## config.mk

```make
export PLATFORM = sky130hd
export DESIGN_NAME = msdfb_ram
export DESIGN_NICKNAME = d
export VERILOG_FILES = /design/src/msdfb_ram.sv
export SDC_FILE = /design/constraint.sdc
export NUM_CORES = 1
export LEC_CHECK = 0
export BUFFER_PORTS_ARGS = -buffer_cell sky130_fd_sc_hd__clkbuf_2
export CORE_MARGIN = 2
export CORE_UTILIZATION = 35
export CTS_BUF_LIST = sky130_fd_sc_hd__clkbuf_4
export CTS_CLUSTER_DIAMETER = 100
export DETAILED_ROUTE_END_ITERATION = 8
export PLACE_DENSITY_LB_ADDON = 0.05
export SLEW_MARGIN = 25
export SYNTH_ARGS = -nofsm -noshare
export SYNTH_HDL_FRONTEND = slang
export SYNTH_SLANG_ARGS = --single-unit
```

## constraint.sdc

```tcl
create_clock -name clk -period 4.92 [get_ports clk]
set_input_delay 0.984 -clock clk [delete_from_list [all_inputs] [get_ports clk]]
set_output_delay 0.984 -clock clk [all_outputs]
set_load 0.01 [all_outputs]
```

## src/msdfb_ram.sv

```systemverilog
// Generic simple dual-port RAM with a registered read.
`default_nettype none
module msdfb_ram #(
    parameter int WIDTH = 32,
    parameter int DEPTH = 16
) (
    input  wire logic                                       clk,
    input  wire logic                                       we,
    input  wire logic [((DEPTH > 1) ? $clog2(DEPTH) : 1)-1:0] waddr,
    input  wire logic [WIDTH-1:0]                           wdata,
    input  wire logic                                       re,
    input  wire logic [((DEPTH > 1) ? $clog2(DEPTH) : 1)-1:0] raddr,
    output logic      [WIDTH-1:0]                           rdata
);

    logic [WIDTH-1:0] mem_reg [DEPTH];
    logic [WIDTH-1:0] rdata_reg;

    always_ff @(posedge clk)
    begin
        if (we)
        begin
            mem_reg[waddr] <= wdata;
        end
        if (re)
        begin
            rdata_reg <= mem_reg[raddr];
        end
    end

    assign rdata = rdata_reg;

endmodule
`default_nettype wire

```

==> flow_metrics.tcl <==
set metrics [dict create \
    status "completed" \
    yosysSeqAreaShare_pct 81.0 \
    grt_max_degree 80 \
    hold_path.class "input port to register" \
    core_area_um2 57400 \
    cts_root_buffer "clkbuf_4" \
    fin_crit_sh_pct 51.4 \
    synth_top_area_share_pct 81.0 \
    antenna_left 0 \
    hold_ws_ns 0.451 \
    ys_dominant_reg_cell "edfxtp_1" \
    clock_path_buffers 3 \
    slew_viol_final 0 \
    cp_cell_sequence "clkbuf_2" \
    crit_buf_inv 1 \
    relSlewSlack_pct 37.5 \
    die_area_um2 59600 \
    post_cts_resized 0 \
    clock_latency_ns 0.95 \
    dp_hpwl_um 23800 \
    drt-initial-drc-count 675 \
    final_nets 1089 \
    numCtsBuffers 145 \
    antenna_found_initial 1 \
    endpoint_kind "output pin" \
    dp_cells 1664 \
    cts_tree "done" \
    grt_overflow 0 \
    syn2layout_area_growth_pct 16.4 \
    hold_viol_final 0 \
    final_layout_size_suffix_gt1_share_pct 41.1 \
    htreeDepth 4 \
    rsz0062_at_grt "no" \
    largest_reg_flops 512 \
    avgSynthCellArea_um2 24.1 \
    setup_violations 0 \
    critPathTopFamily "flip-flops" \
    rows 88 \
    required_ns 3.94 \
    startpoint_type "register" \
    synthCells 838 \
    synth.most_common_cell "edfxtp_1" \
    syn_area_um2 20200 \
    postCtsHoldBufs 0 \
    ios 75 \
    postCtsSetupRepairBufs 0 \
    grt_pass1_vias 10900 \
    drc 0 \
    syn_nets 881 \
    synth.largest_area_cell "edfxtp_1" \
    drv_cap 0 \
    leakage_nw 7.64 \
    grt_util_all_layers_pct 17.4 \
    globalplace.congestion 0.694 \
    start_util_pct 35.2 \
    tightest_slew_ns 0.935 \
    arrival_ns 1.55 \
    path_clk_slew_ns 0.07 \
    crit_type "register to output pin" \
    ys_top_cells_by_count "544 x edfxtp_1, 128 x mux4_2, 64 x a22oi_1, 33 x nand2_1, 17 x clkbuf_1" \
    tns_ns 0 \
    die_h_um 244 \
    path_max_fanout 1 \
    wire_per_inst_um 26.0 \
    ys_ff_latch 544 \
    synth_edf_count 544 \
    first_pass_iters 5 \
    die_w_um 244 \
    synthArstFlopShare_pct 0 \
    period_minus_slack_ns 2.53 \
    ys_types 17 \
    design_area_um2 23500 \
    vdd_ir_drop_max_v 0.000153 \
    drt-total-wl_um 49600 \
    numPortBuffers 74 \
    grt_pass1_wl_um 72200 \
    vias 9614 \
    max_freq_mhz 395 \
    clkSinkCount 544 \
    slowest_stage "edfxtp_1" \
    max_stage_delay_ns 0.45 \
    synth.area.top_cells "edfxtp_1 81%, mux4_2 14%, a22oi_1 2.4%" \
    yosys_warnings 0 \
    finalNonFillerCells 1907 \
    vias_per_cell 5.04 \
    power.density_nw_per_um2 411 \
    fin_skew_ns 0.0331 \
    placed_cell_area_um2 21700 \
]
-- logic make-up (layout without fill, tap and decap cells) --
family,Yosys count,count (layout),synth area share [%]
muxes,128,128,14.3
AOI/OAI and AO/OA,64,64,2.38
DFF,544,544,81.0
and+or+nand+nor,59,59,1.25
other,0,1,0
buffers and inverters,43,346,1.10
-- power breakdown --
part           switching [mW]  total (mW)  internal (mW)
Combinational           0.281       0.462          0.180
Sequential             0.0283        5.25           5.22
Clock                    1.79        3.93           2.14
Total                    2.10        9.65           7.54
-- layout make-up --
class | instances | area (um^2)
diodes | 1 | 2.50
clock buffers | 202 | 1520
clock inverters | 40 | 284
fillers | 5068 | 33900
multi-input cells | 251 | 3750
flip-flops and latches | 544 | 16300
well taps | 765 | 957
repair buffers | 104 | 644
-- cell usage in the layout, fill, tap and decap left out --
master       n
nor2b_4      2
nand3_1      1
buf_12       3
clkinv_2     2
nand2b_1     2
buf_2        1
buf_4       28
or3b_2       1
nor3_2       4
nor2_4      13
diode_2      1
clkinv_1    26
mux4_2     128
a22oi_1     64
clkbuf_4   202
and2_2       1
bufinv_16    5
inv_2        7
clkbuf_2    71
clkbuf_8     1
nand3b_1     2
nand2_1     33
edfxtp_1   544
-- layer usage --
layer	vias up	track usage [%]	wire (um)
li1	4121	-	-
met1	5159	23.0	22000
met2	264	27.7	24300
met3	70	4.53	2400
met4	0	6.49	891
met5	-	0	0
-- through the flow --
stage	util, %	worst slack [ns]	power [mW]
5_1_grt	40.9	2.26	10.1
6_report	40.9	2.39	9.65
2_1_floorplan	-	0.756	5.60
3_3_place_gp	37.8	1.72	5.81
4_1_cts	40.9	2.24	9.82
3_5_place_dp	37.8	1.71	5.83
-- final timing paths --
path	start	endpoint	slack [ns]	cells past startpoint
setup / recovery	rdata[18]	rdata[18]	2.39	1
hold / removal	wdata[13]	mem_reg[1][13]	0.45	1
setup reg to reg	mem_reg[2][7]	rdata[7]	3.41	3
hold reg to reg	mem_reg[6][17]	rdata[17]	0.73	3
-- worst reg2reg max path: cells and delay by family (launching register included) --
kind	cells	cell delay, ns
AND/OR/NAND/NOR	1	0.12
multiplexers	1	0.46
AO/OA/AOI/OAI	1	0.28
flip-flops	1	0.37
(Power assumes the default switching activity.)
